### src/design/lpft_pkg.sv
// ----------------------------------------------------------------------------
// lpft_pkg
// Shared types and constants for the LRU page fault tracker.
// ----------------------------------------------------------------------------
package lpft_pkg;

  localparam int PAGE_W = 16;
  localparam int CNT_W  = 16;
  localparam int CAP_W  = 5;

  localparam logic [CAP_W-1:0] CAP_RESET = 5'd16;
  localparam logic [CNT_W-1:0] CNT_MAX   = {CNT_W{1'b1}};

  typedef struct packed {
    logic [PAGE_W-1:0] page;
    logic              first;
    logic              last;
  } req_t;

  typedef struct packed {
    logic             fault;
    logic [CNT_W-1:0] fault_total;
    logic             done_res;
  } res_t;

  typedef struct packed {
    logic load;
    logic look;
    logic upd;
  } cmd_t;

endpackage

### src/design/lru_page_fault_tracker.sv
// ----------------------------------------------------------------------------
// lru_page_fault_tracker
// Fully associative LRU page store with configurable capacity; reports hit or
// fault and a saturating fault total for every page request.
// ----------------------------------------------------------------------------
//  channel   ports                  handshake
//  request   req                    taken when start high and busy low
//  result    res                    valid for the one cycle done is high
//  config    cfg_data               written when cfg_we high
//
//  Each request goes through accept, tag lookup and store update; the result
//  appears in the cycle after the update, and busy falls in that cycle.
//  The tag compare over all slots and the rank update set the step split.
//  Synchronous reset empties the store, zeroes the total, sets capacity 16.
//  The receiver cannot stall; done is never held.
// ----------------------------------------------------------------------------
module lru_page_fault_tracker #(
  parameter int SLOTS     = 16,
  parameter int PAGE_BITS = 16
) (
  input  logic                       clk,
  input  logic                       rst,
  input  logic                       start,
  output logic                       busy,
  input  lpft_pkg::req_t             req,
  input  logic                       cfg_we,
  input  logic [lpft_pkg::CAP_W-1:0] cfg_data,
  output logic                       done,
  output lpft_pkg::res_t             res
);
  import lpft_pkg::*;

  cmd_t cmd;

  lpft_ctrl u_ctrl (
    .clk   (clk),
    .rst   (rst),
    .start (start),
    .busy  (busy),
    .cmd   (cmd)
  );

  lpft_dpath #(
    .SLOTS     (SLOTS),
    .PAGE_BITS (PAGE_BITS)
  ) u_dpath (
    .clk      (clk),
    .rst      (rst),
    .cmd      (cmd),
    .req      (req),
    .cfg_we   (cfg_we),
    .cfg_data (cfg_data),
    .done     (done),
    .res      (res)
  );

endmodule

### src/design/lpft_ctrl.sv
// ----------------------------------------------------------------------------
// lpft_ctrl
// Sequencer: takes a request, then steps the datapath through lookup and
// update.
// ----------------------------------------------------------------------------
module lpft_ctrl (
  input  logic          clk,
  input  logic          rst,
  input  logic          start,
  output logic          busy,
  output lpft_pkg::cmd_t cmd
);
  import lpft_pkg::*;

  localparam logic [1:0] S_IDLE = 2'd0;
  localparam logic [1:0] S_LOOK = 2'd1;
  localparam logic [1:0] S_UPD  = 2'd2;

  logic [1:0] state;
  logic [1:0] state_next;

  always_comb begin
    state_next = state;
    case (state)
      S_IDLE: begin
        if (start) state_next = S_LOOK;
      end
      S_LOOK:  state_next = S_UPD;
      S_UPD:   state_next = S_IDLE;
      default: state_next = S_IDLE;
    endcase
  end

  always_ff @(posedge clk) begin
    if (rst) begin
      state <= S_IDLE;
    end else begin
      state <= state_next;
    end
  end

  assign busy     = (state != S_IDLE);
  assign cmd.load = (state == S_IDLE) && start;
  assign cmd.look = (state == S_LOOK);
  assign cmd.upd  = (state == S_UPD);

endmodule

### src/design/lpft_dpath.sv
// ----------------------------------------------------------------------------
// lpft_dpath
// Slot store with tags, valid bits and age ranks; capacity register, fault
// counter and result register.
// ----------------------------------------------------------------------------
module lpft_dpath #(
  parameter int SLOTS     = 16,
  parameter int PAGE_BITS = 16
) (
  input  logic                        clk,
  input  logic                        rst,
  input  lpft_pkg::cmd_t              cmd,
  input  lpft_pkg::req_t              req,
  input  logic                        cfg_we,
  input  logic [lpft_pkg::CAP_W-1:0]  cfg_data,
  output logic                        done,
  output lpft_pkg::res_t              res
);
  import lpft_pkg::*;

  localparam int TW = (PAGE_BITS < PAGE_W) ? PAGE_BITS : PAGE_W;
  localparam int IW = (SLOTS > 1) ? $clog2(SLOTS) : 1;
  localparam int RW = IW;
  localparam int CW = $clog2(SLOTS + 1);
  localparam int EW = (CW > CAP_W) ? CW : CAP_W;

  logic [CAP_W-1:0] cap;
  req_t             req_q;
  logic             valid [SLOTS];
  logic [TW-1:0]    tag   [SLOTS];
  logic [RW-1:0]    rank  [SLOTS];
  logic [CW-1:0]    occ;
  logic [CNT_W-1:0] fcnt;

  logic             hit_q;
  logic             fill_q;
  logic [IW-1:0]    tgt_q;
  logic [CW-1:0]    limit_q;

  logic [EW-1:0]    cap_ext;
  logic [CW-1:0]    cap_eff;
  logic [TW-1:0]    tag_in;
  logic             hit_any;
  logic             free_any;
  logic [IW-1:0]    hit_idx;
  logic [IW-1:0]    free_idx;
  logic [IW-1:0]    vict_idx;
  logic [CW-1:0]    hit_rank;
  logic             fill;
  logic [CNT_W-1:0] fcnt_next;

  assign tag_in  = req_q.page[TW-1:0];
  assign cap_ext = EW'(cap);

  always_comb begin
    if (cap_ext == '0) begin
      cap_eff = CW'(1);
    end else if (cap_ext > EW'(SLOTS)) begin
      cap_eff = CW'(SLOTS);
    end else begin
      cap_eff = CW'(cap_ext);
    end
  end

  always_comb begin
    hit_any  = 1'b0;
    free_any = 1'b0;
    hit_idx  = '0;
    free_idx = '0;
    vict_idx = '0;
    for (int i = SLOTS - 1; i >= 0; i--) begin
      if (valid[i] && (tag[i] == tag_in)) begin
        hit_any = 1'b1;
        hit_idx = IW'(i);
      end
      if (!valid[i]) begin
        free_any = 1'b1;
        free_idx = IW'(i);
      end
      if (valid[i] && (CW'(rank[i]) == occ - CW'(1))) begin
        vict_idx = IW'(i);
      end
    end
  end

  assign hit_rank  = CW'(rank[hit_idx]);
  assign fill      = !hit_any && free_any && (occ < cap_eff);
  assign fcnt_next = (fcnt == CNT_MAX) ? fcnt : fcnt + CNT_W'(1);

  always_ff @(posedge clk) begin
    if (rst) begin
      cap <= CAP_RESET;
    end else if (cfg_we) begin
      cap <= cfg_data;
    end
  end

  always_ff @(posedge clk) begin
    if (cmd.load) begin
      req_q <= req;
    end
    if (cmd.look) begin
      hit_q  <= hit_any;
      fill_q <= fill;
      if (hit_any) begin
        tgt_q   <= hit_idx;
        limit_q <= hit_rank;
      end else if (fill) begin
        tgt_q   <= free_idx;
        limit_q <= occ;
      end else begin
        tgt_q   <= vict_idx;
        limit_q <= occ - CW'(1);
      end
    end
    if (cmd.upd && !hit_q) begin
      tag[tgt_q] <= tag_in;
    end
    if (cmd.upd) begin
      res.fault       <= !hit_q;
      res.fault_total <= hit_q ? fcnt : fcnt_next;
      res.done_res    <= req_q.last;
    end
  end

  always_ff @(posedge clk) begin
    if (rst) begin
      for (int i = 0; i < SLOTS; i++) begin
        valid[i] <= 1'b0;
        rank[i]  <= '0;
      end
      occ  <= '0;
      fcnt <= '0;
      done <= 1'b0;
    end else begin
      done <= cmd.upd;
      if (cmd.load && req.first) begin
        for (int i = 0; i < SLOTS; i++) begin
          valid[i] <= 1'b0;
          rank[i]  <= '0;
        end
        occ  <= '0;
        fcnt <= '0;
      end
      if (cmd.upd) begin
        for (int i = 0; i < SLOTS; i++) begin
          if (IW'(i) == tgt_q) begin
            valid[i] <= 1'b1;
            rank[i]  <= '0;
          end else if (valid[i] && (CW'(rank[i]) < limit_q)) begin
            rank[i] <= rank[i] + RW'(1);
          end
        end
        if (fill_q) begin
          occ <= occ + CW'(1);
        end
        if (!hit_q) begin
          fcnt <= fcnt_next;
        end
      end
    end
  end

endmodule
### config.mk
export PLATFORM = sky130hd
export DESIGN_NAME = lru_page_fault_tracker
export DESIGN_NICKNAME = d
export VERILOG_FILES = /design/src/design/lpft_pkg.sv /design/src/design/lru_page_fault_tracker.sv /design/src/design/lpft_ctrl.sv /design/src/design/lpft_dpath.sv
export SDC_FILE = /design/constraint.sdc
export NUM_CORES = 1
export LEC_CHECK = 0
export BUFFER_PORTS_ARGS = -buffer_cell sky130_fd_sc_hd__buf_4
export CAP_MARGIN = 20
export CORE_MARGIN = 2
export CORE_UTILIZATION = 28
export CTS_CLUSTER_DIAMETER = 50
export DETAILED_ROUTE_END_ITERATION = 10
export GPL_ROUTABILITY_DRIVEN = 0
export PLACE_DENSITY = 0.4
export SETUP_SLACK_MARGIN = 0.2
export SLEW_MARGIN = 20
export SYNTH_ARGS = -nofsm -noshare
export SYNTH_HDL_FRONTEND = slang
export SYNTH_SLANG_ARGS = --single-unit
### constraint.sdc
create_clock -name clk -period 3.99 [get_ports clk]
set_input_delay 0.798 -clock clk [delete_from_list [all_inputs] [get_ports clk]]
set_output_delay 0.798 -clock clk [all_outputs]
set_load 0.02 [all_outputs]
==> run_results.csv, run 1 <==
group,metric,value,unit
status,status,"complete, no violations",
cts,cts_tree,"yes",
floorplanning,rows,103,
routing,vias_per_cell,4.89,
final_layout,nFillCells,7904,
power_and_ir_drop,total_power,10900,uW
final_layout,final_core_util,0.348,
final_layout,drive_gt1_frac,0.186,
global_route,grt_pass1_vias,15373,
power_and_ir_drop,ir_drop,328,uV
synth,yosys_warnings,0,
placed_design,dp.final_hpwl,48600,um
synth,syn_nets,1980,
timing,slew_headroom,0.387,
routing,via_count,15600,
floorplanning,io_pins,47,
final_layout,final_cell_mix,"379 x edfxtp_1, 194 x buf_4, 188 x xnor2_1",
timing,hold_violations,0,
synth,synth_cell_types,73,
final_layout,n_antenna_cell,0,
routing,wl_per_cell,22.4,um
cts,clk_latency,0.63,ns
synth,async_flop_share,0,
worst_setup_path,cp.arrival,4.25,ns
timing,skew,0.0548,ns
cts,cts_buffer_depth,3,
timing,fmax,0.261,GHz
synth,synthCells,1882,
synth,netlist.area_leader.share,0.515,
floorplanning,die_h,285,um
synth,synth-seq-area-share,0.544,
synth,synth_area,22100,sq um
synth,ys_ff_latch,411,
worst_setup_path,start_kind,"register",
worst_hold_path,hold_class,"in -> reg",
final_layout,area_growth,23.8,%
timing,tightest_slew,0.918,ns
global_route,antenna_found_initial,0,
timing,finalSetupViolCount,0,
global_route,grt_max_degree,32,
timing,maxSlewViolCount,0,
routing,wirelength,71400,um
timing,min_period_over_period,0.961,
flow_run,maxCapViolCount,0,
floorplanning,core_area,78600,sq um
synth,synth_top_cell_by_area,"edfxtp_1",
timing,min_period,3.83,ns
worst_setup_path,crit_fanout,13,
worst_setup_path,path_class,"reg -> reg",
synth,ys_top_cells_by_area,"edfxtp_1 51%, xnor2_1 8.0%, xor2_1 6.9%",
worst_setup_path,crit_path_end_kind,"register",
cts,clk_pin_slew_worst_paths,0.06,ns
routing,remaining_drc_errors,0,
cts,cts_buffers,56,
synth,synthFlopType,"edfxtp_1",
cts,htree_num_levels,2,
worst_setup_path,required,4.41,ns
timing,rsz0062_at_grt,"yes",
global_route,grt_pass1_wl,102000,um
final_layout,final_common_cell,"edfxtp_1",
cts,cts_root_buffer,"clkbuf_16",
routing,drt_pass1_iterations,6,
synth,synth_edf_count,379,
worst_setup_path,regToRegSetupSlack,0.16,ns
floorplanning,fp.dieW,285,um
power_and_ir_drop,power_density,398,nW/um^2
synth,synth_area_per_cell,11.7,sq um
global_route,gr-total-overflow,0,
routing,drtIter0Drc,1114,
routing,ant_nets,0,
power_and_ir_drop,power_leakage,0.00988,uW
floorplanning,die-area,81200,sq um
global_route,grt_util_all_layers,0.168,
floorplanning,start_util,0.281,
placed_design,port_buffers,46,
final_layout,multiInputGateArea,9830,sq um
final_layout,nets,2195,
final_layout,layout.area.seq,12000,sq um
cts,cts_num_sinks,411,
worst paths after layout:
check	startpoint	endpoint	cells past startpoint
setup / recovery	u_dpath.tag_in[13]	u_dpath.limit_q[3]	16
setup reg to reg	u_dpath.tag_in[13]	u_dpath.limit_q[3]	16
hold reg to reg	u_dpath.req_q[0]	u_dpath.res[0]	0
hold / removal	req[5]	u_dpath.tag_in[3]	1
per-layer routing:
| layer | vias up | share of wire | GRT usage |
|---|---|---|---|
| met1 | 7788 | 0.48 | 0.245 |
| li1 | 7359 | - | - |
| met2 | 366 | 0.46 | 0.262 |
| met3 | 87 | 0.043 | 0.0231 |
| met5 | - | 0 | 0 |
| met4 | 0 | 0.020 | 0.0411 |
kinds of logic (layout without fill, tap and decap cells):
| kind of cell | count (synthesis) | in the layout | share of synthesized area |
|---|---|---|---|
| and+or+nand+nor | 667 | 667 | 0.157 |
| buffers and inverters | 113 | 372 | 0.0272 |
| muxes | 45 | 45 | 0.0209 |
| adders and majority gates | 71 | 71 | 0.0402 |
| AOI/OAI and AO/OA | 199 | 200 | 0.0616 |
| xor gates and xnor gates | 376 | 376 | 0.149 |
| DFF | 411 | 411 | 0.544 |
synth_stat cells (4+ instances only):
| cell type | count |
|---|---|
| nor3_1 | 23 |
| a21o_1 | 34 |
| xor2_1 | 175 |
| a31oi_1 | 11 |
| or4b_1 | 11 |
| nand2_1 | 143 |
| and4_1 | 8 |
| nand4b_1 | 9 |
| and2_1 | 12 |
| nand4_1 | 70 |
| ha_1 | 71 |
| mux2i_1 | 35 |
| buf_1 | 6 |
| o31ai_1 | 9 |
| dfxtp_1 | 32 |
| nor4b_1 | 14 |
| buf_4 | 6 |
| o22ai_1 | 4 |
| and4b_1 | 4 |
| inv_1 | 33 |
| nor2_1 | 165 |
| or2_1 | 4 |
| o2111ai_1 | 14 |
| buf_2 | 16 |
| buf_6 | 15 |
| nor2b_1 | 17 |
| a21oi_1 | 41 |
| edfxtp_1 | 379 |
| and3_1 | 6 |
| clkbuf_1 | 33 |
| or2_2 | 5 |
| xnor2_1 | 201 |
| o211ai_1 | 9 |
| or4_1 | 28 |
| mux2_2 | 9 |
| o21ai_0 | 40 |
| nand3_1 | 71 |
| nand2b_1 | 25 |
| nor4_1 | 37 |
| nor3b_1 | 6 |
cell type report:
cell class                 instances  area share
sequential                       411       0.439
multi-input combinational       1359       0.359
timing repair buffer             234      0.0808
clock buffer                      63      0.0529
tap                             1050      0.0480
clock inverter                    40      0.0150
inverter                          35     0.00480
power breakdown:
part / total, uW / internal (uW) / switching [uW]
Clock: 5000 / 2960 / 2040
Sequential: 4920 / 4790 / 126
Combinational: 980 / 419 / 561
Total: 10900 / 8170 / 2730
critical path, cell delays in order (launching register included):
cell and delay, ns:
edfxtp_1 0.46, buf_12 0.20, buf_12 0.14, xnor2_2 0.17, nand4_1 0.10, or4b_4 0.54
or4_4 0.56, nand2_2 0.10, a211oi_4 0.04, buf_6 0.13, buf_12 0.14, buf_6 0.12
mux2i_2 0.15, mux2_4 0.28, a22oi_2 0.18, nand2_1 0.10, a221oi_2 0.19
through the flow:
stage               TNS (ns)  instance area, sq um  instances  setup WS, ns  hold WS [ns]
floorplan                  0                 22100       1882         0.395         0.400
global placement      -0.202                 24400       3021       -0.0924         0.401
detailed placement    -0.145                 24400       3021       -0.0509         0.417
CTS                        0                 26700       3150         0.199         0.305
global route               0                 27400       3192        0.0642         0.323
finish                     0                 27400       3192         0.156         0.350
registers in the layout, summed over array words and instances, names as in the netlist:
register	flops
u_ctrl.state	2
u_dpath.cap	5
u_dpath.done	1
u_dpath.fcnt	16
u_dpath.fill_q	1
u_dpath.hit_q	1
u_dpath.limit_q	5
u_dpath.occ	5
u_dpath.rank	64
u_dpath.req_q	1
u_dpath.res	18
u_dpath.tag	256
u_dpath.tag_in	16
u_dpath.tgt_q	4
u_dpath.valid	16
what timing repair did:
item                                   4_1_cts  5_1_grt
gates cloned                                 3        4
buffers inserted                            23       38
pin swaps                                   15       14
endpoints found under the hold margin        0        0
hold buffers                                 0        0
setup endpoints to repair                    6        5
resized for setup                           38       40
(Power assumes the default switching activity.)
==> run 2, diff against run 1 <==
- ABC_AREA: not set -> 1
==> run 2 against run 1 <==
Net effect: flip-flop and latch count unchanged; sequential share of layout area grew 3.7 points; register-to-register slack improved by 0.31 ns; fmax up 8.7%; count of clock-buffer cells in the layout shrank 3; clock skew shrank 0.031 ns; critical path depth rose by 7; synthesized cell count is 14% higher; sequential power is essentially flat; global-route usage rose by 1.1 points.
==> run_results.csv, run 2 <==
group,metric,value,unit
cts,clk_pin_slew_worst_paths,0.06,ns
timing,min_period,3.53,ns
global_route,antenna_found_initial,1,
placed_design,dp_cells,3224,
worst_setup_path,slowest_delay,0.41,ns
global_route,gr-total-overflow,0,
power_and_ir_drop,power_density,428,nW/um^2
routing,ant_nets,0,
placed_design,placed_cell_area,23400,sq um
cts,cts_root_buffer,"clkbuf_16",
worst_setup_path,path_common_cell,"nand2_1",
global_route,grt_pass1_vias,15817,
floorplanning,die_h,281,um
synth,synth_common_cells,"379 x edfxtp_1, 325 x nand2_1, 239 x inv_1",
synth,synth-seq-area-share,0.559,
floorplanning,die-area,79100,sq um
synth,synth_top_cell_by_area,"edfxtp_1",
placed_design,dp.final_hpwl,49100,um
synth,ys_top_cells_by_area,"edfxtp_1 53%, nand2_1 5.7%, inv_1 4.2%",
cts,cts_hold_buffers,0,
final_layout,final_common_cell,"edfxtp_1",
global_route,grt_max_degree,37,
synth,yosysMostFrequentCell,"edfxtp_1",
worst_setup_path,crit_chain,"inv_2 -> buf_4 -> or2_2 -> nand4_1 -> nor4_1 -> nand3_1 -> nand2_1 -> nand2_1 -> nand2_1 -> nand2_1 -> nand2_1 -> nand2_1 -> nand2_1 -> nand2_1 -> nand2_1 -> nand2_2 -> nand2_4 -> buf_12 -> nand3_1 -> nand3_1 -> nand3_1 -> nand3_1 -> nand3_1",
global_route,grt_pass1_wl,104000,um
cts,cts_buffer_depth,3,
timing,min_period_over_period,0.884,
routing,remaining_drc_errors,0,
floorplanning,core_area,75900,sq um
synth,async_flop_share,0,
synth,synth_edf_count,379,
worst_setup_path,crit_slowest_cell,"edfxtp_1",
routing,vias_per_cell,4.84,
final_layout,registers.top_by_ff_count,"u_dpath.tag",
timing,hold_violations,0,
cts,clk_latency,0.62,ns
synth,syn_nets,2236,
timing,skew,0.0235,ns
worst_setup_path,path_class,"reg -> reg",
timing,rsz0062_at_grt,"yes",
floorplanning,rows,101,
cts,htree_num_levels,2,
floorplanning,start_util,0.283,
synth,synth_area,21500,sq um
timing,slew_headroom,0.328,
cts,cts_tree,"yes",
flow_run,maxCapViolCount,0,
final_layout,largest_reg_flops,256,
timing,finalSetupViolCount,0,
power_and_ir_drop,ir_drop,283,uV
synth,yosys_warnings,0,
timing,hold_ws,0.355,ns
worst_setup_path,start_kind,"register",
worst_setup_path,crit_path_end_kind,"register",
routing,wl_per_cell,21.3,um
final_layout,final_cells,3323,
final_layout,drive_gt1_frac,0.120,
power_and_ir_drop,power_leakage,0.00940,uW
worst_hold_path,hold_class,"in -> reg",
final_layout,area_growth,17.3,%
final_layout,fin_area,25200,sq um
synth,synthFlopType,"edfxtp_1",
cts,post_cts_buffers,0,
synth,synth_area_per_cell,10.1,sq um
final_layout,nets,2348,
synth,synth_cell_types,64,
synth,netlist.area_leader.share,0.529,
timing,maxSlewViolCount,0,
timing,fmax,0.284,GHz
timing,final.setup.tns,0,ns
worst_setup_path,required,4.34,ns
global_route,grt_util_all_layers,0.179,
routing,via_count,16099,
routing,drt_pass1_iterations,5,
final_layout,final_cell_mix,"379 x edfxtp_1, 325 x nand2_1, 239 x inv_1",
synth,ys_ff_latch,411,
worst_setup_path,crit_fanout,29,
placed_design,port_buffers,46,
synth,synthCells,2138,
routing,drtIter0Drc,1278,
routing,wirelength,70600,um
timing,tightest_slew,1.01,ns
floorplanning,fp.dieW,281,um
status,status,"complete, no violations",
worst_setup_path,cp.arrival,3.88,ns
cts,cts_buffers,54,
floorplanning,io_pins,47,
final_layout,largestRegisters,"u_dpath.tag: 256 flops, u_dpath.rank: 64 flops, u_dpath.res: 18 flops",
final_layout,n_antenna_cell,0,
cts,cts_num_sinks,411,
==> run 2: changes by cell type in the layout (fill, tap and decap cells not counted), moves of 63 or more <==
cell     delta
xnor2_1   -147
nor2_1     +64
inv_1     +206
nand3_1    +71
o21ai_0    +63
xor2_1     -82
nand2_1   +183
buf_4      -71
==> run 2: final timing paths <==
check / start / endpoint / slack, ns / cells after the start
min: req[15] / u_dpath.tag_in[13] / 0.35 / 1
max reg2reg: u_dpath.tag_in[7] / u_dpath.limit_q[0] / 0.46 / 23
max: u_dpath.tag_in[7] / u_dpath.limit_q[0] / 0.46 / 23
min reg2reg: u_dpath.req_q[0] / u_dpath.res[0] / 0.43 / 0
==> run 2: through the flow <==
step	setup WS [ns]	power (uW)	utilization
6_report	0.463	10800	0.332
5_1_grt	0.192	11200	0.332
4_1_cts	0.341	10900	0.332
3_5_place_dp	0.368	5810	0.308
3_3_place_gp	0.319	5810	0.308
2_1_floorplan	0.888	5450	-
==> run 2: kinds of logic after synthesis <==
family,share of synthesized area
buffers and inverters,0.0691
and+or+nand+nor,0.166
AOI/OAI and AO/OA,0.110
xor gates and xnor gates,0.0548
adders and majority gates,0.0413
DFF,0.559
==> run 2: cell type report <==
type	count	area [sq um]
well taps	1030	1290
inverters	263	1000
clock inverters	39	455
flip-flops and latches	411	12000
clock buffers	60	1410
repair buffers	130	1050
multi-input cells	1390	8020
fillers	7799	50700
==> run 2: worst max-delay path, delay by kind of cell, from the launching register on <==
kind	cells	cell delay (ns)
and+or+nand+nor	20	2.04
buffers and inverters	3	0.79
DFF	1	0.41
==> run 2: repair_timing <==
| action | 4_1_cts | 5_1_grt |
|---|---|---|
| endpoints found under the hold margin | 0 | 0 |
| endpoints found under the setup margin | 0 | 4 |
| resized for setup | 0 | 6 |
==> run 2: metal layers <==
layer  global-route usage  share of wire  vias to the layer above
met5                    0              0                        -
met4               0.0507          0.027                        0
met3               0.0291          0.055                      106
met2                0.290           0.46                      475
met1                0.246           0.46                     7797
li1                     -              -                     7721
==> run 2: power by group <==
group	switching (uW)	total, uW	internal [uW]
registers	108	4900	4790
clock network	2010	5080	3070
logic	551	824	273
total	2670	10800	8130
